`src/rtl/rbsp_pkg.sv`:
```
// Shared types, constants and floating-point helpers for the ray/box slab picker.
package rbsp_pkg;

	typedef logic [31:0] fp32_t;

	localparam int NUM_AXES = 3;
	localparam int ADD_LAT  = 4;
	localparam int QUO_BITS = 25;
	localparam int DIV_LAT  = QUO_BITS + 4;
	localparam int SLAB_LAT = 4;
	localparam int PIPE_LAT = 2 * ADD_LAT + DIV_LAT + SLAB_LAT;
	localparam int FLAG_LAT = 2 * ADD_LAT + DIV_LAT;

	localparam fp32_t QNAN    = 32'h7FC0_0000;
	localparam fp32_t POS_INF = 32'h7F80_0000;

	// Configuration register indexes.
	localparam logic [2:0] REG_ORIGIN_X = 3'd0;
	localparam logic [2:0] REG_ORIGIN_Y = 3'd1;
	localparam logic [2:0] REG_ORIGIN_Z = 3'd2;
	localparam logic [2:0] REG_DIR_X    = 3'd3;
	localparam logic [2:0] REG_DIR_Y    = 3'd4;
	localparam logic [2:0] REG_DIR_Z    = 3'd5;

	function automatic logic fp_is_nan(input fp32_t v);
		return (v[30:23] == 8'hFF) && (v[22:0] != 23'd0);
	endfunction

	function automatic logic fp_is_inf(input fp32_t v);
		return (v[30:23] == 8'hFF) && (v[22:0] == 23'd0);
	endfunction

	function automatic logic fp_is_zero(input fp32_t v);
		return v[30:0] == 31'd0;
	endfunction

	// Ordered less-than: false when either side is NaN, and +0 equals -0.
	function automatic logic fp_lt(input fp32_t a, input fp32_t b);
		logic res;
		if (fp_is_nan(a) || fp_is_nan(b) || (fp_is_zero(a) && fp_is_zero(b))) begin
			res = 1'b0;
		end else if (a[31] != b[31]) begin
			res = a[31];
		end else if (!a[31]) begin
			res = a[30:0] < b[30:0];
		end else begin
			res = a[30:0] > b[30:0];
		end
		return res;
	endfunction

endpackage

```
`src/rtl/rbsp_slab.sv`:
```
// Slab interval narrowing over three axes, hit test and selection update.
module rbsp_slab
	import rbsp_pkg::*;
(
	input  logic  clk,
	input  logic  en,
	input  fp32_t t_a [NUM_AXES],
	input  fp32_t t_b [NUM_AXES],
	input  logic  click,
	input  logic  was_selected,
	output logic  hit,
	output logic  selected,
	output fp32_t t_enter,
	output fp32_t t_exit
);

	// Stage 1: near and far plane per axis.
	fp32_t near_s1 [NUM_AXES];
	fp32_t far_s1  [NUM_AXES];
	logic  clk_s1, sel_s1;

	always_ff @(posedge clk) begin
		if (en) begin
			for (int i = 0; i < NUM_AXES; i++) begin
				near_s1[i] <= fp_lt(t_a[i], t_b[i]) ? t_a[i] : t_b[i];
				far_s1[i]  <= fp_lt(t_b[i], t_a[i]) ? t_a[i] : t_b[i];
			end
			clk_s1 <= click;
			sel_s1 <= was_selected;
		end
	end

	// Stage 2: combine the x and y intervals.
	fp32_t tin_s2, tout_s2, nz_s2, fz_s2;
	logic  clk_s2, sel_s2;

	always_ff @(posedge clk) begin
		if (en) begin
			tin_s2  <= fp_lt(near_s1[1], near_s1[0]) ? near_s1[0] : near_s1[1];
			tout_s2 <= fp_lt(far_s1[0], far_s1[1]) ? far_s1[0] : far_s1[1];
			nz_s2   <= near_s1[2];
			fz_s2   <= far_s1[2];
			clk_s2  <= clk_s1;
			sel_s2  <= sel_s1;
		end
	end

	// Stage 3: narrow by the z interval.
	fp32_t tin_s3, tout_s3;
	logic  clk_s3, sel_s3;

	always_ff @(posedge clk) begin
		if (en) begin
			tin_s3  <= fp_lt(nz_s2, tin_s2) ? tin_s2 : nz_s2;
			tout_s3 <= fp_lt(tout_s2, fz_s2) ? tout_s2 : fz_s2;
			clk_s3  <= clk_s2;
			sel_s3  <= sel_s2;
		end
	end

	// Stage 4: hit when exit is not below entry; NaNs leave as the quiet NaN.
	logic hit_c;

	always_comb begin
		hit_c = !fp_is_nan(tin_s3) && !fp_is_nan(tout_s3) && !fp_lt(tout_s3, tin_s3);
	end

	logic  hit_s4, sel_s4;
	fp32_t tin_s4, tout_s4;

	always_ff @(posedge clk) begin
		if (en) begin
			hit_s4  <= hit_c;
			sel_s4  <= clk_s3 ? hit_c : sel_s3;
			tin_s4  <= fp_is_nan(tin_s3) ? QNAN : tin_s3;
			tout_s4 <= fp_is_nan(tout_s3) ? QNAN : tout_s3;
		end
	end

	assign hit      = hit_s4;
	assign selected = sel_s4;
	assign t_enter  = tin_s4;
	assign t_exit   = tout_s4;

endmodule

```
`config.mk`:
```
export PLATFORM = sky130hd
export DESIGN_NAME = rbsp_slab
export DESIGN_NICKNAME = d
export VERILOG_FILES = /design/src/rtl/rbsp_pkg.sv /design/src/rtl/rbsp_slab.sv
export SDC_FILE = /design/constraint.sdc
export NUM_CORES = 1
export LEC_CHECK = 0
export BUFFER_PORTS_ARGS = -buffer_cell sky130_fd_sc_hd__clkbuf_2
export CAP_MARGIN = 20
export CORE_MARGIN = 5
export CORE_UTILIZATION = 60
export DETAILED_ROUTE_END_ITERATION = 10
export GPL_ROUTABILITY_DRIVEN = 0
export GPL_TIMING_DRIVEN = 0
export PLACE_DENSITY_LB_ADDON = 0.1
export SLEW_MARGIN = 0
export SYNTH_ARGS = -nofsm -noshare
export SYNTH_HDL_FRONTEND = slang
export SYNTH_SLANG_ARGS = --single-unit
```
`constraint.sdc`:
```
create_clock -name clk -period 3.5 [get_ports clk]
set_input_delay 0.7 -clock clk [delete_from_list [all_inputs] [get_ports clk]]
set_output_delay 0.7 -clock clk [all_outputs]
set_load 0.005 [all_outputs]
```
# == Word-level counts from Yosys, hierarchy flattened ==
# Memories as Yosys holds them, arrays and structs flattened. A register that Yosys moved wholly into a read port is not among the register bits.
# Cells that the tools add are included.
# word_totals
regBits,200
ram_bits,192
inputBits,196
output_inout_bits,66
word_cells,198
memories,2
# mem_list
name,depth,word_bits,rd,rd_clocked_by_memory_dff,wr,line,source
far_s1,3,32,3,1,3,rbsp_slab.sv:19,fp32_t far_s1 [NUM_AXES];
near_s1,3,32,3,1,3,rbsp_slab.sv:18,fp32_t near_s1 [NUM_AXES];
# op_classes
magnitude_cmp,22
eq_ne,27
mux,56
reduce_logical,77
# ops
operator,count
$logic_not A31 Y1,16
$reduce_bool A23 Y1,16
$gt A31 B31 Y1,11
$lt A31 B31 Y1,11
$mux W32,10
$eq A8 B8 Y1 const B,16
$mux W1,46
$logic_and A1 B1 Y1,26
$logic_or A1 B1 Y1,16
$ne A1 B1 Y1,11
$logic_not A1 Y1,3

# == Depth between registers and ports, before layout ==
# logic_depth
depth_word,8
depth_mapped,10
ltp_nobuf,9

# == Worst setup path before layout ==
# OpenSTA, ideal clock, no wires.
# synth_timing
path_kind,input-to-reg
startpoint,in t_a[89] in the netlist's numbering
endpoint,mem near_s1[0][10] in the netlist's numbering (data pin)
setup_time_ns,0.260
arrival_time_ns,2.935
t_required_ns,3.240
setup_slack_ns,0.305
stages,10
path_buffers,1
path_cell_list,inv_1 > ha_1 > and4_1 > nor4b_1 > a221oi_1 > o21ai_0 > or2_2 > a221o_1 > buf_1 > mux2_2
# synth_rtl
item,line,source
start: declaration,rbsp_slab.sv:7,"input fp32_t t_a [NUM_AXES],"
end: declaration,rbsp_slab.sv:18,

==> impl_results.md <==
- Status: finished clean
- Slew @ Worst Pin: 918 ps
- Clock sinks: 456
- Nets: 2816
- Syn nets: 2502
- WL per Instance: 22.6 um
- Min cycle time layout: 3500 ps
- CP Launch Type: input pin
- Synth cell types: 50
- Height of the die: 217 um
- Max Fanout on Critical Path: 10
- Async SR Flop Fraction: 0%
- DR iter-0 viols: 1193
- Htree depth: 2
- Post-synth top flop: edfxtp_1
- Setup TNS: 0 ps
- Row cnt: 76
- Max Root-Sink Buffers: 3
- Total core area: 0.0428 mm2
- Sequential power share: 47.6%
- Clock Latency Late Sink: 590 ps
- Clock transition at path regs: 60 ps
- # Max-Cap Violations: 0
- Type of the worst min-delay path: input pin to flip-flop
- Routed Antenna Nets: 0
- Synth-to-Final Area Change: 14.5%
- Worst setup EP type: flip-flop
- Number of buffers created by CTS: 48
- Drt total wl: 66900 um
- Clock network fraction of total power: 32.7%
- Cells after Synth: 2058
- Setup CP Type: input pin to flip-flop
- Starting density of the core: 60.3%
- CTS tree: yes
- Sw frac: 27.1%
- Initial antenna violation count: 4
- Average size of a mapped cell: 12.5 um2
- Sequential element share of the synthesized area: 53.0%
- DR DRC count: 0
- EDFF count, synth: 456
- Vias in the first global route: 18225
- Final Hold Violating Endpoints: 0
- Pwr Total: 0.0157 W
- Worst path arrival time: 3830 ps
- Synth area leader: edfxtp_1
- Total GRT Usage: 27.9%
- First-pass GRT wire length: 102000 um
- Final Util: 69.1%
- Layout fillers: 3034
- Largest net degree at the start of global routing: 131
- Period utilization: 100%
- Clk root buf: clkbuf_16
- TritonRoute pass-1 iters: 7
- Synth top cells by count: edfxtp_1, mux2_2, inv_1
- Layout cells sized above 1: 27.8%
- VDD IR max: 0.347 mV
- PD cells: 532 mW/mm2
- Internal: 0.0115 W
- Clock skew: 21.1 ps
- Switching pwr: 0.00426 W
- Slew Viols, Final: 0
- Die ar.: 0.0473 mm2
- LEAKAGE: 12.2 nW
- Worst slew margin: 38.0%
- IO Count: 262
- Leading post-synthesis cells by cell area: edfxtp_1, mux2_2, ha_1, inv_1, nor4_1
- Synthesized cell area: 0.0258 mm2
- Die X: 217 um
- Vias: 18001
- Detail Placement HPWL: 52100 um
- IO Port Bufs: 261
- Largest registers: far_s1 x96, near_s1 x96
- Top-area cell type share of the netlist area: 53.0%
- Final setup fails: 0
- Fmax: 0.286 GHz
- Combinational Power Share: 19.8%
- Number of synthesized register bits: 456
- Vias per inst: 6.09
- YS warnings: 0
- Required @ worst endpoint: 3830 ps
- Most frequent cell after synthesis: edfxtp_1
- Total global routing overflow: 0
## power groups by stage
stage               sequential (W)  combinational (W)  clock [W]
floorplan                  0.00731            0.00204          0
global placement           0.00763            0.00288          0
detailed placement         0.00756            0.00302          0
CTS                        0.00745            0.00308    0.00520
global route               0.00753            0.00342    0.00543
finish                     0.00748            0.00311    0.00513
## per-layer routing
metal	track usage, %	part of all wire [%]	up-vias
li1	-	-	8498
met1	35.3	39	8555
met2	47.6	49	748
met3	4.29	6.6	196
met4	13.0	5.6	4
met5	0	0.042	-
## per-stage QoR
step | cell area, um2 | setup WS (ps) | hold WS, ps | std cells
finish | 29600 | 0.683 | 291 | 2954
global route | 29600 | -6.23 | 272 | 2954
CTS | 29500 | 18.7 | 259 | 2952
detailed placement | 27900 | -835 | 405 | 2868
global placement | 27800 | -5330 | 400 | 2865
floorplan | 25800 | 305 | 400 | 2058
## what timing repair did
action,CTS,global route
setup endpoints to repair,210,85
hold buffers,0,0
buffers inserted,0,0
gates resized for setup,15,11
gates cloned,0,0
## worst paths after layout
| kind | start | endpoint | slack [ps] | cells after the start |
|---|---|---|---|---|
| worst min register to register | far_s1[2][20]$_DFFE_PP_ | fz_s2[20]$_DFFE_PP_ | 410 | 0 |
| worst max register to register | near_s1[1][26]$_DFFE_PP_ | tin_s2[4]$_DFFE_PP_ | 20 | 8 |
| worst max-delay path | t_a[86] | near_s1[0][10]$_DFFE_PP_ | 0.7 | 9 |
| worst min-delay path | was_selected | sel_s1$_DFFE_PP_ | 290 | 1 |
## cells in the final DEF, fill, tap and decap left out, types with 49 or more instances in the layout
master	instances
edfxtp_1	456
mux2_2	281
inv_1	269
clkbuf_2	269
ha_1	248
nor4_1	112
nand4_1	92
a21oi_1	92
nand2_1	73
and2_1	49
clkbuf_16	49
## final cells by class
class / instances / area [um2] / share of cell area (%)
sequential: 456 / 13700 / 46.3
multi-input combinational: 1283 / 11000 / 37.2
timing repair buffer: 264 / 1400 / 4.73
clock buffer: 57 / 1260 / 4.25
inverter: 269 / 1010 / 3.42
tap: 546 / 683 / 2.31
clock inverter: 27 / 305 / 1.03
buffer: 50 / 221 / 0.749
antenna: 2 / 5.00 / 0.0169
## critical path: stages
cell and delay, ps:
clkbuf_2 130, nor4_1 750, nand4_1 320, nor2_1 390, nor3_1 110, a311o_1 350
a221o_1 390, buf_1 310, mux2_2 380
## logic make-up (layout without fill, tap and decap cells)
| logic type | count (synthesis) | after routing | share of synthesized area [%] |
|---|---|---|---|
| DFF | 456 | 456 | 53.0 |
| adders and majority gates | 248 | 248 | 12.0 |
| buffers and inverters | 319 | 667 | 4.72 |
| and+or+nand+nor | 505 | 505 | 10.9 |
| muxes | 311 | 311 | 14.0 |
| AOI/OAI and AO/OA | 219 | 219 | 5.36 |
| other | 0 | 2 | 0 |
Note: power is estimated with default switching activity, not from simulation.
