`config.mk`:
```
export PLATFORM = sky130hd
export DESIGN_NAME = rbsp_fdiv
export DESIGN_NICKNAME = d
export VERILOG_FILES = /design/src/rtl/rbsp_pkg.sv /design/src/rtl/rbsp_fdiv.sv
export SDC_FILE = /design/constraint.sdc
export NUM_CORES = 2
export LEC_CHECK = 0
export BUFFER_PORTS_ARGS = -buffer_cell sky130_fd_sc_hd__buf_2
export CORE_ASPECT_RATIO = 1.75
export CORE_MARGIN = 1
export CORE_UTILIZATION = 45
export CTS_BUF_LIST = sky130_fd_sc_hd__clkbuf_8
export DETAILED_ROUTE_END_ITERATION = 16
export RECOVER_POWER = 25
export SETUP_SLACK_MARGIN = 0.05
export SLEW_MARGIN = 20
export SYNTH_ARGS = -nofsm -noshare
export SYNTH_HDL_FRONTEND = slang
export SYNTH_SLANG_ARGS = --single-unit
```
`constraint.sdc`:
```
create_clock -name clk -period 8.31 [get_ports clk]
set_input_delay 0.831 -clock clk [delete_from_list [all_inputs] [get_ports clk]]
set_output_delay 0.831 -clock clk [all_outputs]
set_load 0.02 [all_outputs]
```
`src/rtl/rbsp_pkg.sv`:
```
// Shared types, constants and floating-point helpers for the ray/box slab picker.
package rbsp_pkg;

	typedef logic [31:0] fp32_t;

	localparam int NUM_AXES = 3;
	localparam int ADD_LAT  = 4;
	localparam int QUO_BITS = 25;
	localparam int DIV_LAT  = QUO_BITS + 4;
	localparam int SLAB_LAT = 4;
	localparam int PIPE_LAT = 2 * ADD_LAT + DIV_LAT + SLAB_LAT;
	localparam int FLAG_LAT = 2 * ADD_LAT + DIV_LAT;

	localparam fp32_t QNAN    = 32'h7FC0_0000;
	localparam fp32_t POS_INF = 32'h7F80_0000;

	// Configuration register indexes.
	localparam logic [2:0] REG_ORIGIN_X = 3'd0;
	localparam logic [2:0] REG_ORIGIN_Y = 3'd1;
	localparam logic [2:0] REG_ORIGIN_Z = 3'd2;
	localparam logic [2:0] REG_DIR_X    = 3'd3;
	localparam logic [2:0] REG_DIR_Y    = 3'd4;
	localparam logic [2:0] REG_DIR_Z    = 3'd5;

	function automatic logic fp_is_nan(input fp32_t v);
		return (v[30:23] == 8'hFF) && (v[22:0] != 23'd0);
	endfunction

	function automatic logic fp_is_inf(input fp32_t v);
		return (v[30:23] == 8'hFF) && (v[22:0] == 23'd0);
	endfunction

	function automatic logic fp_is_zero(input fp32_t v);
		return v[30:0] == 31'd0;
	endfunction

	// Ordered less-than: false when either side is NaN, and +0 equals -0.
	function automatic logic fp_lt(input fp32_t a, input fp32_t b);
		logic res;
		if (fp_is_nan(a) || fp_is_nan(b) || (fp_is_zero(a) && fp_is_zero(b))) begin
			res = 1'b0;
		end else if (a[31] != b[31]) begin
			res = a[31];
		end else if (!a[31]) begin
			res = a[30:0] < b[30:0];
		end else begin
			res = a[30:0] > b[30:0];
		end
		return res;
	endfunction

endpackage

```
`src/rtl/rbsp_fdiv.sv`:
```
// Pipelined single precision divider, one quotient bit per stage, round to nearest even.
module rbsp_fdiv
	import rbsp_pkg::*;
(
	input  logic  clk,
	input  logic  en,
	input  fp32_t n,
	input  fp32_t d,
	output fp32_t q
);

	typedef struct packed {
		logic               sgn;
		logic               nan;
		logic               inf;
		logic               zro;
		logic signed [10:0] ex;
	} dctl_t;

	function automatic logic [4:0] lzc24(input logic [23:0] v);
		logic [4:0] c;
		logic       fnd;
		c   = 5'd24;
		fnd = 1'b0;
		for (int i = 23; i >= 0; i--) begin
			if (!fnd && v[i]) begin
				c   = 5'(23 - i);
				fnd = 1'b1;
			end
		end
		return c;
	endfunction

	// Stage 0: unpack, find subnormal shifts and classify special operands.
	logic [23:0] mn, md;
	logic [7:0]  en_eff, ed_eff;
	logic [4:0]  lzn, lzd;
	dctl_t       ctl0;

	always_comb begin
		mn      = {n[30:23] != 8'd0, n[22:0]};
		md      = {d[30:23] != 8'd0, d[22:0]};
		en_eff  = (n[30:23] == 8'd0) ? 8'd1 : n[30:23];
		ed_eff  = (d[30:23] == 8'd0) ? 8'd1 : d[30:23];
		lzn     = lzc24(mn);
		lzd     = lzc24(md);
		ctl0.sgn = n[31] ^ d[31];
		ctl0.nan = fp_is_nan(n) || fp_is_nan(d) || (fp_is_zero(n) && fp_is_zero(d)) ||
			(fp_is_inf(n) && fp_is_inf(d));
		ctl0.inf = fp_is_inf(n) || fp_is_zero(d);
		ctl0.zro = fp_is_zero(n) || fp_is_inf(d);
		ctl0.ex  = {3'd0, en_eff} - {6'd0, lzn} - {3'd0, ed_eff} + {6'd0, lzd};
	end

	logic [23:0] mn_s1, md_s1;
	logic [4:0]  lzn_s1, lzd_s1;
	dctl_t       ctl_s1;

	always_ff @(posedge clk) begin
		if (en) begin
			mn_s1  <= mn;
			md_s1  <= md;
			lzn_s1 <= lzn;
			lzd_s1 <= lzd;
			ctl_s1 <= ctl0;
		end
	end

	// Stage 1: normalize mantissas so the quotient lies in [1, 2).
	logic [23:0] mnn, mdn;
	logic        lt;
	dctl_t       ctl1;

	always_comb begin
		mnn     = mn_s1 << lzn_s1;
		mdn     = md_s1 << lzd_s1;
		lt      = mnn < mdn;
		ctl1    = ctl_s1;
		ctl1.ex = ctl_s1.ex + 11'sd127 - {10'd0, lt};
	end

	logic [24:0]         rem_s [QUO_BITS + 1];
	logic [23:0]         dvs_s [QUO_BITS + 1];
	logic [QUO_BITS-1:0] quo_s [QUO_BITS + 1];
	dctl_t               ctl_s [QUO_BITS + 1];

	always_ff @(posedge clk) begin
		if (en) begin
			rem_s[0] <= lt ? {mnn, 1'b0} : {1'b0, mnn};
			dvs_s[0] <= mdn;
			quo_s[0] <= '0;
			ctl_s[0] <= ctl1;
		end
	end

	// Restoring division: each stage settles one quotient bit.
	for (genvar k = 0; k < QUO_BITS; k++) begin : g_iter
		logic        ge;
		logic [24:0] nxt;

		always_comb begin
			ge  = rem_s[k] >= {1'b0, dvs_s[k]};
			nxt = ge ? (rem_s[k] - {1'b0, dvs_s[k]}) : rem_s[k];
		end

		always_ff @(posedge clk) begin
			if (en) begin
				rem_s[k+1] <= {nxt[23:0], 1'b0};
				dvs_s[k+1] <= dvs_s[k];
				quo_s[k+1] <= {quo_s[k][QUO_BITS-2:0], ge};
				ctl_s[k+1] <= ctl_s[k];
			end
		end
	end

	// Denormalize quotients that fall below the normal range.
	dctl_t               ctlf;
	logic                subn;
	logic signed [10:0]  rsh;
	logic [4:0]          dsh;
	logic [50:0]         dwide;
	logic [QUO_BITS-1:0] qsel;
	logic                stk;

	always_comb begin
		ctlf  = ctl_s[QUO_BITS];
		subn  = ctlf.ex < 11'sd1;
		rsh   = 11'sd1 - ctlf.ex;
		dsh   = (rsh > 11'sd26) ? 5'd26 : rsh[4:0];
		dwide = {quo_s[QUO_BITS], 26'd0} >> (subn ? dsh : 5'd0);
		qsel  = dwide[50:26];
		stk   = (rem_s[QUO_BITS] != 25'd0) | (|dwide[25:0]);
	end

	logic [QUO_BITS-1:0] qs_s28;
	logic                stk_s28, subn_s28;
	dctl_t               ctl_s28;

	always_ff @(posedge clk) begin
		if (en) begin
			qs_s28   <= qsel;
			stk_s28  <= stk;
			subn_s28 <= subn;
			ctl_s28  <= ctlf;
		end
	end

	// Round to nearest even and pack.
	logic               up;
	logic [24:0]        m2;
	logic signed [10:0] ef;
	logic [22:0]        fr;
	fp32_t              res;

	always_comb begin
		up = qs_s28[0] & (stk_s28 | qs_s28[1]);
		m2 = {1'b0, qs_s28[24:1]} + {24'd0, up};
		if (subn_s28) begin
			ef = {10'd0, m2[23]};
			fr = m2[22:0];
		end else if (m2[24]) begin
			ef = ctl_s28.ex + 11'sd1;
			fr = 23'd0;
		end else begin
			ef = ctl_s28.ex;
			fr = m2[22:0];
		end
		if (ctl_s28.nan) begin
			res = QNAN;
		end else if (ctl_s28.inf || (ef >= 11'sd255)) begin
			res = {ctl_s28.sgn, POS_INF[30:0]};
		end else if (ctl_s28.zro) begin
			res = {ctl_s28.sgn, 31'd0};
		end else begin
			res = {ctl_s28.sgn, ef[7:0], fr};
		end
	end

	fp32_t q_s29;

	always_ff @(posedge clk) begin
		if (en) begin
			q_s29 <= res;
		end
	end

	assign q = q_s29;

endmodule

```
# ---- Word level (Yosys, flattened, before mapping)
# Memory sizes are Yosys's and may differ from the RTL's.
# Index checks and enable logic that the tools add are counted.
# W data, S select, Z words.
dict set report op_classes {
  eq_ne 2
  n_reduce_logical 118
  n_lt_le_gt_ge 29
  shifts 3
  bitwise 4
  muxes 132
  addsub 33
}
# cell n
set ops {}
lappend ops {{$ge A25 B24 Y1} 25}
lappend ops {{$mux W24} 25}
lappend ops {{$sub A24 B24 Y24} 25}
lappend ops {{$mux W5} 50}
lappend ops {{$mux W23} 3}
lappend ops {{$logic_not A31 Y1} 2}
lappend ops {{$logic_and A1 B1 Y1} 52}
lappend ops {{$shr A51 B5 Y51} 1}
lappend ops {{$mux W1} 48}
lappend ops {{$shl A24 B5 Y24} 2}
lappend ops {{$logic_not A1 Y1} 46}
lappend ops {{$logic_not A23 Y1} 2}
lappend ops {{$reduce_bool A23 Y1} 2}
lappend ops {{$mux W31} 1}
lappend ops {{$reduce_or A26 Y1} 1}
lappend ops {{$add A24 B1 Y25} 1}
lappend ops {{$mux W25} 1}
lappend ops {{$reduce_bool A25 Y1} 1}
lappend ops {{$lt A24 B24 Y1} 1}
lappend ops {{$mux W11} 2}
lappend ops {{$eq A8 B8 Y1 const B} 2}
lappend ops {{$logic_not A8 Y1} 2}
lappend ops {{$mux W8} 2}
lappend ops {{$reduce_bool A8 Y1} 2}
lappend ops {{other kinds (16)} 22}
dict set report word_totals {
  wordCells 345
  memories 4
  register_bits 147
  inputBits 66
  ramBits 2314
}
# name words width read_ports rd_clocked_by_memory_dff write_ports line_no
set mem_list {}
lappend mem_list {quo_s 26 25 26 0 26 rbsp_fdiv.sv:84} ;# logic [QUO_BITS-1:0] quo_s [QUO_BITS + 1];
lappend mem_list {rem_s 26 25 26 0 26 rbsp_fdiv.sv:82} ;# logic [24:0] rem_s [QUO_BITS + 1];
lappend mem_list {dvs_s 26 24 25 0 26 rbsp_fdiv.sv:83} ;# logic [23:0] dvs_s [QUO_BITS + 1];
lappend mem_list {ctl_s 26 15 26 0 26 rbsp_fdiv.sv:85} ;# dctl_t ctl_s [QUO_BITS + 1];

# ---- Depth between registers and ports, before layout
dict set report depth {
  depth_word 74
  ltp_mapped 31
}

# ---- Worst setup path after synthesis
# OpenSTA, ideal clock, no wires.
dict set report synth_path {
  kind {input to register}
  start {input n[26]}
  end {register ctl_s1[10] in the netlist's numbering, data pin}
  stages 27
  path_slack_ns 1.721
  n_path_buf 1
  t_arrival_ns 6.328
  required_time_ns 8.049
  cell_sequence {or4_1 > nor3_1 > inv_1 > or4_1 > clkbuf_1 > or4_1 > nor2_1 > a21oi_1 > a211oi_1 > a31oi_1 > o32a_1 > o22ai_1 > a222oi_1 > ha_1 > fa_1 > inv_1 > fa_1 > inv_1 > fa_1 > inv_1 > a21oi_1 > o21ai_0 > a21oi_1 > o21ai_0 > a21oi_1 > o21bai_1 > a21oi_1}
}
# element line_no
set synth_lines {}
lappend synth_lines {{start: declaration} rbsp_fdiv.sv:7} ;# input fp32_t n,
lappend synth_lines {{end signal: assignment} rbsp_fdiv.sv:65} ;# ctl_s1 <= ctl0;
lappend synth_lines {{end: declaration} rbsp_fdiv.sv:57} ;# dctl_t ctl_s1;

==> metrics.txt <==
final wirelength approximately 270 mm; WS Path Type in -> reg; Synth area leaders edfxtp_1 60%, ha_1 7.8%, inv_1 3.2%, a21oi_1 2.8%, xnor2_1 2.7%; CTS root buf clkbuf_8; ys flop type edfxtp_1; cell row count about 230; die footprint 235000 um2; Max FO, Critical Path 7; Hold EP mn_s1[2]; GR Util All Layers between 20% and 30%; clk sink count 2087; setup TNS 0 ns; largest net degree at the start of global routing between 150 and 200; IO Pins 98; cells after synthesis between 8000 and 9000; crit path DAT just over 7 ns; gp weighted congestion slightly below 1; Worst Path Required 8.96 ns; PostCTS Resize Cnt 0; Placement Cell Area about 110000 um2; NumNets Final 9617; Post-CTS Setup Inserts 0; Max Buffers Root-to-Sink 4; Max rail drop VDD around 0.18 mV; EDFF count, synth approximately 2100; Setup Viol. Count Final 0; input/output buffers 97; sequential share of the synthesized area approximately three fifths; synthesized flop and latch total roughly 2100; chip height roughly 640 um; top cell type by total area after synthesis edfxtp_1; leakage power figure about 46 nW; first-pass GRT wire length 398 mm; reg2reg start lzd_s1[0]; Max-Cap Viols 0; CP max stage delay roughly 0.60 ns; worst relative slew slack roughly 25%; final hold vios 0; initial core utilization 45.2%; CP Capture Type flip-flop; number of CTS-inserted buffers ~320; Final Critical Period 6.56 ns; Post-Layout Inst Area 115000 um2; r2r worst-path depth 24; Die W about 370 um; CTS tree built; Worst-Margin Slew 1.13 ns; htree depth 5; initial antenna violation count 19; initial DRC count between 3000 and 4000; placed wire-length estimate about 200 mm; detailed-route DRC error count 0; Synth-to-Final Area Change 9.97%; vias in the first global route between 70000 and 80000; synth unique cells 89; Critical-path top delay cell or4_1; TritonRoute pass-1 iters 6; FF-to-FF setup slack 1.91 ns; clock skew 0.0760 ns; unrepaired setup endpoints after global routing false; CP Launch Type primary input; most frequent CP cell inv_1; post-route ant nets 0; fmax 152 MHz; core area around 230000 um2; Pins Over Slew Limit 0; run status finished, final reports clean; crit path buf inv count 5; hold_sp n[2]; delay-heaviest family, CP simple AND/OR/NAND/NOR gates; via-per-instance ratio about 5.5; RR Endpoint ctl_s[0][9]; Synth Cell Area roughly 100000 um2; Hold/Removal Path Class in -> reg; Synth Area per Inst between 10 and 15 um2; Clock transition at path regs roughly 0.060 ns; period utilization 79.0%; clock latency on the worst-skew pair 0.96 ns; top-area cell type share of the netlist area between 50% and 60%; asr flop ratio synth 0%; hold depth 1; share of cells above drive strength 1 ~8.9%; GRT overflow 0; Syn. warnings 0; syn_nets 9294; WL/cell 22.0 um; via count between 60000 and 70000; PD cells roughly 360 nW/um2; hold_buf cts 0
==> report_power, final <==
part	switching (mW)	total, mW	internal (mW)	leakage, nW
registers	1.51	16.5	15.0	20.5
clock network	4.08	8.26	4.19	3.38
logic	9.99	16.8	6.85	22.0
total	15.6	41.6	26.0	45.8
==> cell families after synthesis <==
group / count (synthesis) / synth area share, %
and+or+nand+nor: 1999 / 9.26
DFF: 2087 / 59.8
AOI/OAI and AO/OA: 1882 / 11.0
xor gates and xnor gates: 509 / 4.25
muxes: 310 / 3.42
buffers and inverters: 1063 / 3.85
adders and majority gates: 689 / 8.45
==> through the flow <==
stage / power (mW) / utilization (%) / std cells / setup slack [ns] / hold slack [ns]
after floorplan: 28.0 / - / 8539 / 1.72 / 0.400
after global placement: 33.0 / 47.1 / 11600 / 0.708 / 0.400
after detailed placement: 33.4 / 47.1 / 11600 / 0.825 / 0.405
after CTS: 41.9 / 49.7 / 12200 / 1.65 / 0.0145
final: 41.6 / 49.7 / 12200 / 1.75 / 0.190
after global routing: 44.1 / 49.7 / 12200 / 1.23 / 0.110
==> state kept, by name (all words and copies together) (netlist names) <==
signal and count:
ctl_s1 11, q 32, ctl_s28 15, subn_s28 1
ctl1 4, quo_s 325, qs_s28 25, rem_s 625
dvs_s 600, ctl_s 390, md_s1 24, mn_s1 24
stk_s28 1, lzn_s1 5, lzd_s1 5
==> cells in the mapped netlist, types with 10 or more instances <==
cell type / number
and2_1: 57
nand4_1: 108
edfxtp_1: 2087
nor4_1: 68
fa_1: 32
inv_1: 898
and3_1: 32
o21ai_1: 15
clkbuf_1: 139
nand2_1: 512
a21oi_1: 591
ha_1: 657
a221o_1: 18
a31oi_1: 19
nor4b_1: 14
xnor2_1: 324
o22ai_1: 21
xor2_1: 185
or4_1: 15
or3_1: 35
a211oi_1: 51
nor3b_1: 17
and4_1: 41
o21bai_1: 49
o21a_1: 75
o21ai_0: 525
a211o_1: 30
buf_1: 12
mux4_2: 21
nand3_1: 120
mux2_2: 173
nor3_1: 174
o41a_1: 10
nor2b_1: 117
or2_2: 33
mux2i_1: 116
a31o_2: 14
nand2b_1: 87
nor2_1: 547
a21o_1: 245
o31ai_1: 63
a21boi_0: 54
o2111ai_1: 16
==> area by class of cell <==
class / instances / area (um2)
Fill cell: 20400 / 117000
Antenna cell: 30 / 75.1
Clock inverter: 237 / 1440
Sequential cell: 2087 / 62700
Multi-Input combinational cell: 5389 / 38300
Inverter: 898 / 3370
Timing Repair Buffer: 165 / 1100
Clock buffer: 331 / 4560
Tap cell: 3068 / 3840
==> routing by layer <==
layer / wire [um] / track usage, % / up-vias
li1: - / - / 32000
met1: 75500 / 16.7 / 32400
met2: 160000 / 47.3 / 1527
met3: 7990 / 3.14 / 857
met4: 25500 / 19.8 / 12
met5: 79 / 0 / -
==> placed cells by master (no fill, tap or decap), drive strengths merged, types with 30 or more instances in the layout <==
cell,n
xnor2,324
nand3,120
o21a,75
or2,35
o21ai,541
mux2i,116
mux2,173
a211o,30
o31ai,64
xor2,185
clkbuf,377
clkinv,126
and3,32
buf,119
nor3,175
a21o,245
nor2b,117
nand4,108
nor2,547
nor4,68
inv,987
o21bai,49
nand2,512
and4,41
fa,32
nand2b,87
edfxtp,2087
diode,30
a21boi,54
and2,60
a211oi,51
ha,657
or3,35
a21oi,592
==> worst max path at each step <==
stage          startpoint           to  slack, ns  depth (start not counted)
4_1_cts         lzn_s1[1]  ctl_s[0][9]       1.65                         21
6_report            n[26]    ctl_s1[8]       1.75                         28
5_1_grt         lzd_s1[0]  ctl_s[0][9]       1.23                         26
3_3_place_gp        n[26]    ctl_s1[8]       0.71                         29
3_5_place_dp        n[26]   ctl_s1[10]       0.83                         28
2_1_floorplan       n[26]   ctl_s1[10]       1.72                         27
Power figures use the tool's default switching activity.
