**src/rtl/rbsp_pkg.sv**
```systemverilog
// Shared types, constants and floating-point helpers for the ray/box slab picker.
package rbsp_pkg;

	typedef logic [31:0] fp32_t;

	localparam int NUM_AXES = 3;
	localparam int ADD_LAT  = 4;
	localparam int QUO_BITS = 25;
	localparam int DIV_LAT  = QUO_BITS + 4;
	localparam int SLAB_LAT = 4;
	localparam int PIPE_LAT = 2 * ADD_LAT + DIV_LAT + SLAB_LAT;
	localparam int FLAG_LAT = 2 * ADD_LAT + DIV_LAT;

	localparam fp32_t QNAN    = 32'h7FC0_0000;
	localparam fp32_t POS_INF = 32'h7F80_0000;

	// Configuration register indexes.
	localparam logic [2:0] REG_ORIGIN_X = 3'd0;
	localparam logic [2:0] REG_ORIGIN_Y = 3'd1;
	localparam logic [2:0] REG_ORIGIN_Z = 3'd2;
	localparam logic [2:0] REG_DIR_X    = 3'd3;
	localparam logic [2:0] REG_DIR_Y    = 3'd4;
	localparam logic [2:0] REG_DIR_Z    = 3'd5;

	function automatic logic fp_is_nan(input fp32_t v);
		return (v[30:23] == 8'hFF) && (v[22:0] != 23'd0);
	endfunction

	function automatic logic fp_is_inf(input fp32_t v);
		return (v[30:23] == 8'hFF) && (v[22:0] == 23'd0);
	endfunction

	function automatic logic fp_is_zero(input fp32_t v);
		return v[30:0] == 31'd0;
	endfunction

	// Ordered less-than: false when either side is NaN, and +0 equals -0.
	function automatic logic fp_lt(input fp32_t a, input fp32_t b);
		logic res;
		if (fp_is_nan(a) || fp_is_nan(b) || (fp_is_zero(a) && fp_is_zero(b))) begin
			res = 1'b0;
		end else if (a[31] != b[31]) begin
			res = a[31];
		end else if (!a[31]) begin
			res = a[30:0] < b[30:0];
		end else begin
			res = a[30:0] > b[30:0];
		end
		return res;
	endfunction

endpackage

```
**src/rtl/rbsp_fadd.sv**
```systemverilog
// Four-stage single precision adder/subtractor with round to nearest even.
module rbsp_fadd
	import rbsp_pkg::*;
(
	input  logic  clk,
	input  logic  en,
	input  fp32_t a,
	input  fp32_t b,
	input  logic  sub,
	output fp32_t y
);

	function automatic logic [4:0] lzc27(input logic [26:0] v);
		logic [4:0] n;
		logic       fnd;
		n   = 5'd27;
		fnd = 1'b0;
		for (int i = 26; i >= 0; i--) begin
			if (!fnd && v[i]) begin
				n   = 5'(26 - i);
				fnd = 1'b1;
			end
		end
		return n;
	endfunction

	// Stage A: order operands by magnitude and sort out special values.
	logic       sb_eff, a_big;
	fp32_t      big, sml;
	logic       sgn_big, sgn_sml;
	logic [7:0] eb_eff, es_eff;

	always_comb begin
		sb_eff  = b[31] ^ sub;
		a_big   = a[30:0] >= b[30:0];
		big     = a_big ? a : b;
		sml     = a_big ? b : a;
		sgn_big = a_big ? a[31] : sb_eff;
		sgn_sml = a_big ? sb_eff : a[31];
		eb_eff  = (big[30:23] == 8'd0) ? 8'd1 : big[30:23];
		es_eff  = (sml[30:23] == 8'd0) ? 8'd1 : sml[30:23];
	end

	logic        sgn_s1, same_s1, nan_s1, inf_s1, isgn_s1;
	logic [7:0]  exp_s1, diff_s1;
	logic [23:0] mbig_s1, msml_s1;

	always_ff @(posedge clk) begin
		if (en) begin
			sgn_s1  <= sgn_big;
			same_s1 <= sgn_big == sgn_sml;
			exp_s1  <= eb_eff;
			diff_s1 <= eb_eff - es_eff;
			mbig_s1 <= {big[30:23] != 8'd0, big[22:0]};
			msml_s1 <= {sml[30:23] != 8'd0, sml[22:0]};
			nan_s1  <= fp_is_nan(a) || fp_is_nan(b) ||
				(fp_is_inf(a) && fp_is_inf(b) && (a[31] != sb_eff));
			inf_s1  <= fp_is_inf(a) || fp_is_inf(b);
			isgn_s1 <= fp_is_inf(a) ? a[31] : sb_eff;
		end
	end

	// Stage B: align the smaller operand, folding lost bits into sticky.
	logic [4:0]  shamt;
	logic [53:0] wide;
	logic [26:0] bal;

	always_comb begin
		shamt = (diff_s1 > 8'd27) ? 5'd27 : diff_s1[4:0];
		wide  = {msml_s1, 30'd0} >> shamt;
		bal   = {wide[53:28], wide[27] | (|wide[26:0])};
	end

	logic        sgn_s2, same_s2, nan_s2, inf_s2, isgn_s2;
	logic [7:0]  exp_s2;
	logic [26:0] abig_s2, bal_s2;

	always_ff @(posedge clk) begin
		if (en) begin
			sgn_s2  <= sgn_s1;
			same_s2 <= same_s1;
			exp_s2  <= exp_s1;
			abig_s2 <= {mbig_s1, 3'd0};
			bal_s2  <= bal;
			nan_s2  <= nan_s1;
			inf_s2  <= inf_s1;
			isgn_s2 <= isgn_s1;
		end
	end

	// Stage C: add or subtract magnitudes and count leading zeros.
	logic [27:0] sum;

	always_comb begin
		sum = same_s2 ? ({1'b0, abig_s2} + {1'b0, bal_s2}) :
			({1'b0, abig_s2} - {1'b0, bal_s2});
	end

	logic        sgn_s3, zsgn_s3, nan_s3, inf_s3, isgn_s3;
	logic [7:0]  exp_s3;
	logic [27:0] sum_s3;
	logic [4:0]  lz_s3;

	always_ff @(posedge clk) begin
		if (en) begin
			sgn_s3  <= sgn_s2;
			zsgn_s3 <= same_s2 & sgn_s2;
			exp_s3  <= exp_s2;
			sum_s3  <= sum;
			lz_s3   <= lzc27(sum[26:0]);
			nan_s3  <= nan_s2;
			inf_s3  <= inf_s2;
			isgn_s3 <= isgn_s2;
		end
	end

	// Stage D: normalize, round to nearest even and pack.
	logic [8:0]  e_n, shl, emax;
	logic [26:0] nrm;
	logic        up;
	logic [24:0] m2;
	logic [8:0]  ef;
	logic [22:0] fr;
	fp32_t       res;

	always_comb begin
		emax = {1'b0, exp_s3} - 9'd1;
		shl  = ({4'd0, lz_s3} < emax) ? {4'd0, lz_s3} : emax;
		if (sum_s3[27]) begin
			nrm = {sum_s3[27:2], sum_s3[1] | sum_s3[0]};
			e_n = {1'b0, exp_s3} + 9'd1;
		end else begin
			nrm = sum_s3[26:0] << shl;
			e_n = {1'b0, exp_s3} - shl;
		end
		up = nrm[2] & (nrm[1] | nrm[0] | nrm[3]);
		m2 = {1'b0, nrm[26:3]} + {24'd0, up};
		if (m2[24]) begin
			ef = e_n + 9'd1;
			fr = 23'd0;
		end else begin
			ef = m2[23] ? e_n : 9'd0;
			fr = m2[22:0];
		end
		if (nan_s3) begin
			res = QNAN;
		end else if (inf_s3) begin
			res = {isgn_s3, POS_INF[30:0]};
		end else if (sum_s3 == 28'd0) begin
			res = {zsgn_s3, 31'd0};
		end else if (ef >= 9'd255) begin
			res = {sgn_s3, POS_INF[30:0]};
		end else begin
			res = {sgn_s3, ef[7:0], fr};
		end
	end

	fp32_t y_s4;

	always_ff @(posedge clk) begin
		if (en) begin
			y_s4 <= res;
		end
	end

	assign y = y_s4;

endmodule

```
**config.mk**
```make
export PLATFORM = sky130hd
export DESIGN_NAME = rbsp_fadd
export DESIGN_NICKNAME = d
export VERILOG_FILES = /design/src/rtl/rbsp_pkg.sv /design/src/rtl/rbsp_fadd.sv
export SDC_FILE = /design/constraint.sdc
export NUM_CORES = 1
export LEC_CHECK = 0
export CAP_MARGIN = 20
export CORE_UTILIZATION = 40
export CTS_BUF_LIST = sky130_fd_sc_hd__clkbuf_8
export DETAILED_ROUTE_END_ITERATION = 16
export DONT_BUFFER_PORTS = 1
export GPL_TIMING_DRIVEN = 1
export PLACE_DENSITY_LB_ADDON = 0.15
export RECOVER_POWER = 25
export SYNTH_ARGS = -nofsm -noshare
export SYNTH_HDL_FRONTEND = slang
export SYNTH_SLANG_ARGS = --single-unit
export TNS_END_PERCENT = 1
```
**constraint.sdc**
```tcl
create_clock -name clk -period 15.2 [get_ports clk]
set_clock_uncertainty 0.2 [all_clocks]
set_input_delay 0.76 -clock clk [delete_from_list [all_inputs] [get_ports clk]]
set_output_delay 0.76 -clock clk [all_outputs]
set_load 0.01 [all_outputs]
```
After elaboration in Yosys (flattened, before gate mapping)
Index checks and enable logic that the tools add are counted.
W data, S select, Z words.
{"block": "word_totals", "in_bits": 67, "word_cells": 226, "reg_bits": 211, "out_inout_bits": 32}
{"block": "classes", "add_sub_neg": 8, "n_reduce_logical": 75, "n_shift": 2, "bitwise": 7, "n_lt_le_gt_ge": 4, "eq_ne": 4, "mux": 96}
{"op": "$mux W31", "count": 3}
{"op": "$mux W5", "count": 17}
{"op": "$mux W32", "count": 2}
{"op": "$mux W1", "count": 55}
{"op": "$shr A54 B5 Y54", "count": 1}
{"op": "$logic_not A23 Y1", "count": 2}
{"op": "$reduce_bool A23 Y1", "count": 2}
{"op": "$mux W9", "count": 4}
{"op": "$logic_and A1 B1 Y1", "count": 32}
{"op": "$mux W4", "count": 8}
{"op": "$ge A31 B31 Y1", "count": 1}
{"op": "$add A27 B27 Y28", "count": 1}
{"op": "$logic_not A28 Y1", "count": 1}
{"op": "$mux W28", "count": 1}
{"op": "$sub A27 B27 Y28", "count": 1}
{"op": "$mux W27", "count": 1}
{"op": "$reduce_or A27 Y1", "count": 1}
{"op": "$shl A27 B9 Y27", "count": 1}
{"op": "$logic_not A1 Y1", "count": 26}
{"op": "$add A24 B1 Y25", "count": 1}
{"op": "$mux W23", "count": 1}
{"op": "$eq A8 B8 Y1 const B", "count": 2}
{"op": "$logic_not A8 Y1", "count": 2}
{"op": "$mux W8", "count": 2}
{"op": "other kinds (20)", "count": 28}

Depth between registers and ports, before layout
{"block": "logic_depth", "depth_word": 107, "depth_mapped": 35, "ltp_nobuf": 29}

Worst setup path before layout
OpenSTA, ideal clock, no wires.
{"block": "synth_path", "path_type": "register to register", "from": "register exp_s3[0]", "to": "register y_s4[13] (netlist: y[13]) (data pin)", "period_less_slack_ns": 7.173, "stages_incl_launch_ff": 35, "path_slack_ns": 8.027, "n_path_buf": 6, "arrival_time_ns": 6.703, "setup_time_ns": 0.270, "cell_sequence": "edfxtp_1 -> clkbuf_1 -> inv_1 -> clkbuf_1 -> ha_1 -> xor2_1 -> clkinv_1 -> ha_1 -> o21ai_0 -> o21ai_0 -> a21o_2 -> and3_1 -> buf_2 -> nor2_4 -> inv_2 -> buf_6 -> buf_2 -> ha_1 -> nor2b_1 -> fa_1 -> a21oi_1 -> nor2_1 -> nor2_1 -> o21bai_1 -> a21oi_1 -> xnor2_1 -> nand4_1 -> nor2_1 -> nor4b_1 -> o21a_1 -> nor2_1 -> o21a_1 -> o41ai_4 -> buf_4 -> nor3_1"}
{"block": "synth_via", "elab_chain_len": 13}
{"element": "from (decl)", "line": "rbsp_fadd.sv:100", "text": "logic [7:0] exp_s3;"}
{"element": "from (signal assigned)", "line": "rbsp_fadd.sv:108", "text": "exp_s3 <= exp_s2;"}
{"element": "$sub A8 B1 Y9", "line": "rbsp_fadd.sv:127", "text": "emax = {1'b0, exp_s3} - 9'd1;"}
{"element": "$lt A5 B9 Y1", "line": "rbsp_fadd.sv:128", "text": "shl = ({4'd0, lz_s3} < emax) ? {4'd0, lz_s3} : emax;"}
{"element": "$mux W9", "line": "rbsp_fadd.sv:128"}
{"element": "$shl A27 B9 Y27", "line": "rbsp_fadd.sv:133", "text": "nrm = sum_s3[26:0] << shl;"}
{"element": "$mux W27", "line": "rbsp_fadd.sv:129", "text": "if (sum_s3[27]) begin"}
{"element": "$or A1 B1 Y1 (2 in series)", "line": "rbsp_fadd.sv:136", "text": "up = nrm[2] & (nrm[1] | nrm[0] | nrm[3]);"}
{"element": "$and A1 B1 Y1", "line": "rbsp_fadd.sv:136"}
{"element": "$add A24 B1 Y25", "line": "rbsp_fadd.sv:137", "text": "m2 = {1'b0, nrm[26:3]} + {24'd0, up};"}
{"element": "$mux W9", "line": "rbsp_fadd.sv:142", "text": "ef = m2[23] ? e_n : 9'd0;"}
{"element": "$mux W9", "line": "rbsp_fadd.sv:138", "text": "if (m2[24]) begin"}
{"element": "$ge A9 B8 Y1", "line": "rbsp_fadd.sv:151", "text": "end else if (ef >= 9'd255) begin"}
{"element": "$reduce_or A5 Y1 (no line)"}
{"element": "to (signal assigned)", "line": "rbsp_fadd.sv:162", "text": "y_s4 <= res;"}
{"element": "to (decl)", "line": "rbsp_fadd.sv:158", "text": "fp32_t y_s4;"}
Several ways; a longest one is shown, not always the timed one.
A chain may end at the register's enable or synchronous reset.

Final worst setup path
{"block": "layout_path", "from": "register exp_s3[0]", "to": "register y_s4[17] (netlist: y[17]) (data pin)"}
Same word-level chain as after synthesis.

==> flow_metrics.env <==
export IMPL_maxSlewViolCount=0
export IMPL_numCtsBuffers=40
export IMPL_grt_met2_usage_pct=44.4
export IMPL_hold_depth=0
export IMPL_dominantRegCellSynth="edfxtp_1"
export IMPL_vias_per_cell=6.01
export IMPL_setup_violations=0
export IMPL_worstPathMaxFanout=38
export IMPL_worst_pin_slew_ns=1.13
export IMPL_antenna_found_initial=0
export IMPL_cts_tree="done"
export IMPL_endpoint="y[17]"
export IMPL_ctsHtreeMaxLevel=2
export IMPL_synth_cell_types=94
export IMPL_seq_area_um2=6340
export IMPL_setup_worst_path_start="exp_s3[0]"
export IMPL_pwr_density_cell_nw_per_um2=119
export IMPL_grt_pass1_wl_um=85000
export IMPL_cpMostUsedCell="o21ai_0"
export IMPL_synth_xor_xnor_area_share_pct=3.16
export IMPL_rsz0062_at_grt="false"
export IMPL_wl_per_cell_um=23.0
export IMPL_grt_max_degree=212
export IMPL_syn_to_final_growth_pct=7.05
export IMPL_rrSetupSlack_ns=5.63
export IMPL_synth_compound_area_share_pct=20.6
export IMPL_p_int_uw=1340
export IMPL_finalCritPeriodShare_pct=63.0
export IMPL_grt_pass1_vias=14203
export IMPL_seq_area_frac_synth_pct=36.9
export IMPL_portBuffers=0
export IMPL_fmax_mhz=104
export IMPL_hold_buffers=0
export IMPL_path_class="reg -> reg"
export IMPL_hpwl_um=42800
export IMPL_cap_viol_max_count=0
export IMPL_multi_input_area_um2=10000
export IMPL_async_flop_share_pct=0
export IMPL_postCtsResizedCells=0
export IMPL_numClockSinks=211
export IMPL_power_uw=2190
export IMPL_hold_viol=0
export IMPL_synth_edf_count=211
export IMPL_crit_family="compound AO/OA/AOI/OAI gates"
export IMPL_yosys_area_share_adder_pct=7.85
export IMPL_instances_no_fill=2396
export IMPL_fin_area_um2=18400
export IMPL_grt_use_met3_pct=3.41
export IMPL_reg2reg_from="exp_s3[0]"
export IMPL_die_w_um=209
export IMPL_fp_row_count=75
export IMPL_r2r_cells=21
export IMPL_synth_nets=2039
export IMPL_routed_wl_um=55200
export IMPL_critPathBufInv=4
export IMPL_io_pins=99
export IMPL_worst_setup_path_start_kind="flop"
export IMPL_dr_first_iter_drc_count=1094
export IMPL_die_h_um=209
export IMPL_hold_class="in -> reg"
export IMPL_synth_top_family_by_area="compound AO/OA/AOI/OAI gates"
export IMPL_post_cts_buffers=0
export IMPL_nets=2006
export IMPL_combPwrFrac_pct=38.6
export IMPL_clkLatencyLatePin_ns=0.58
export IMPL_overflow=0
export IMPL_pwr_share_clk_pct=24.5
export IMPL_synthSimpleGateAreaFrac_pct=18.3
export IMPL_grtUsageMet1_pct=30.9
export IMPL_die_area_um2=43800
export IMPL_ant_nets=0
export IMPL_min_period_ns=9.57
export IMPL_p_seq_share_pct=36.8
export IMPL_routabilityCongestion=0.952
export IMPL_n_antenna_cell=0
export IMPL_yosys_warnings=0
export IMPL_outcome="finished clean"
export IMPL_core_um2=42100
export IMPL_placed_cell_area_um2=17600
export IMPL_start_util_pct=40.8
export IMPL_synth_area_per_cell_um2=9.21
export IMPL_grt_busiest_layer="met2"
export IMPL_clkTransAtPathRegs_ns=0.06
export IMPL_post_route_drc_count=0
export IMPL_cp_data_required_time_ns=15.29
export IMPL_reg2reg_to="y[17]"
export IMPL_vias=14392
export IMPL_clk_path_buf_depth=3
export IMPL_timing_hold_ws_ns=0.103
export IMPL_fin_setup_tns_ns=0
export IMPL_dp_cells=2329
export IMPL_ys_ff_latch=211
export IMPL_fillers=4145
export IMPL_ir_drop_uv=45.2
export IMPL_crit_path_end_kind="flop"
export IMPL_worstPathCellList="buf_4 > inv_1 > ha_1 > xor2_1 > clkinv_1 > ha_1 > o21ai_0 > o21ai_0 > a21o_2 > nand2_2 > o41ai_1 > a32oi_1 > o21ai_0 > o2111ai_1 > nand4b_1 > nor4_2 > and3b_1 > a22oi_1 > o41ai_4 > buf_6 > nor3_1"
export IMPL_arrival_ns=9.66
export IMPL_syn_area_um2=17200
export IMPL_critPathMaxStageDelay_ns=1.07
export IMPL_swShare_pct=38.8
export IMPL_dr_pass1_iters=5
export IMPL_synthCells=1866
export IMPL_worst_path_stages=21
export IMPL_cpMaxStageDelayCell="o41ai_1"
export IMPL_muxShareOfSynthArea_pct=8.39
export IMPL_clock_tree_root_cell="clkbuf_8"
export IMPL_switching_power_uw=850
export IMPL_grt_util_all_layers_pct=25.3
export IMPL_leakagePower_uw=0.00698
export IMPL_layout_drive_gt1_share_pct=8.78
export IMPL_slew_limit_headroom_pct=24.9
[power by group through the flow]
stage	Combinational (uW)	Sequential, uW	Clock [uW]
2_1_floorplan	613	775	0
3_5_place_dp	835	817	0
4_1_cts	839	806	557
6_report	847	807	537
5_1_grt	926	813	583
3_3_place_gp	838	816	0
[flip-flops by register name, indices dropped and copies added, names as in the netlist, 5 cells and up]
register and cells:
exp_s3 8, mbig_s1 24, exp_s2 8, msml_s1 24, diff_s1 8, exp_s1 8
abig_s2 24, y 32, sum_s3 28, lz_s3 5, bal_s2 27
[worst min path at each step]
stage | from | to | slack [ns]
floorplan | mbig_s1[7] | abig_s2[10] | 0.20
global placement | exp_s1[3] | exp_s2[3] | 0.20
detailed placement | mbig_s1[21] | abig_s2[24] | 0.20
CTS | en | y[0] | 0.05
global route | en | y[14] | 0.06
finish | en | y[17] | 0.10
[kinds of logic (layout without fill, tap and decap cells)]
logic type / Yosys count / in the layout
XOR/XNOR: 62 / 62
AO/OA/AOI/OAI: 521 / 521
multiplexers: 128 / 128
buffers and inverters: 210 / 201
adder cells (fa/ha/maj): 106 / 106
flip-flops: 211 / 211
AND/OR/NAND/NOR: 628 / 628
[worst reg2reg max path: stages, from the launching register on]
cell and delay, ns:
edfxtp_1 0.35, buf_4 0.26, inv_1 0.60, ha_1 0.39, xor2_1 0.40, clkinv_1 0.36, ha_1 0.37, o21ai_0 0.06
o21ai_0 0.30, a21o_2 0.66, nand2_2 0.65, o41ai_1 1.08, a32oi_1 0.27, o21ai_0 0.26, o2111ai_1 0.19, nand4b_1 0.35
nor4_2 0.67, and3b_1 0.79, a22oi_1 0.26, o41ai_4 0.46, buf_6 0.25, nor3_1 0.09
[routing by layer]
metal  routed length (um)  share of wire (%)
met5                    0                  0
met4                 2240                4.1
met3                 2350                4.3
met2                27200                 49
met1                23400                 42
[layout by cell type, fill, tap and decap left out, types with 38 or more instances in the layout]
master	count
inv_1	118
clkbuf_8	41
mux2i_1	81
o21ai_0	97
ha_1	103
mux2_2	38
a21oi_1	132
edfxtp_1	211
nand2b_1	42
nand2_1	181
nor2_1	137
a211oi_1	42
xnor2_1	45
nor3_1	60
[metrics by stage]
| step | setup WS [ns] | utilization, % |
|---|---|---|
| floorplan | 8.03 | - |
| global placement | 5.56 | 41.8 |
| detailed placement | 5.38 | 41.8 |
| CTS | 5.27 | 43.6 |
| global route | 4.98 | 43.7 |
| finish | 5.63 | 43.7 |
[cells in the mapped netlist, types with 7 or more instances]
| cell type | n | area share, % |
|---|---|---|
| a21boi_0 | 7 | 0.31 |
| buf_1 | 10 | 0.22 |
| mux2i_1 | 81 | 4.7 |
| o21a_1 | 16 | 0.70 |
| and2_1 | 27 | 0.98 |
| nor2b_1 | 19 | 0.69 |
| ha_1 | 103 | 7.5 |
| o21bai_1 | 21 | 0.92 |
| or2_2 | 9 | 0.33 |
| a211o_1 | 9 | 0.46 |
| xnor2_1 | 45 | 2.3 |
| a311oi_1 | 19 | 0.97 |
| clkbuf_1 | 74 | 1.6 |
| nor3_1 | 60 | 1.7 |
| or3_1 | 11 | 0.40 |
| nand3b_1 | 9 | 0.39 |
| nor2_1 | 137 | 3.0 |
| a21o_1 | 18 | 0.79 |
| a21oi_1 | 133 | 3.9 |
| nand3_1 | 31 | 0.90 |
| nand4_1 | 18 | 0.66 |
| inv_1 | 110 | 2.4 |
| and3_1 | 11 | 0.40 |
| a31oi_1 | 18 | 0.66 |
| nor4_1 | 35 | 1.3 |
| a22o_1 | 11 | 0.56 |
| o31ai_1 | 8 | 0.35 |
| a211oi_1 | 42 | 1.8 |
| mux2_2 | 38 | 2.5 |
| xor2_1 | 17 | 0.87 |
| edfxtp_1 | 211 | 37 |
| a22oi_1 | 26 | 1.1 |
| o22ai_1 | 10 | 0.36 |
| o211ai_1 | 13 | 0.57 |
| mux4_2 | 9 | 1.2 |
| o21ai_0 | 97 | 2.8 |
| nand2_1 | 181 | 4.0 |
| nand2b_1 | 42 | 1.5 |
[final cells by class]
class | count | share of cell area, %
Inverter | 114 | 2.33
Timing Repair Buffer | 21 | 0.850
Sequential cell | 211 | 34.4
Multi-Input combinational cell | 1445 | 54.6
Clock inverter | 25 | 1.07
Clock buffer | 41 | 3.07
Tap cell | 539 | 3.67
No activity file was read; power rests on OpenSTA's default activity.
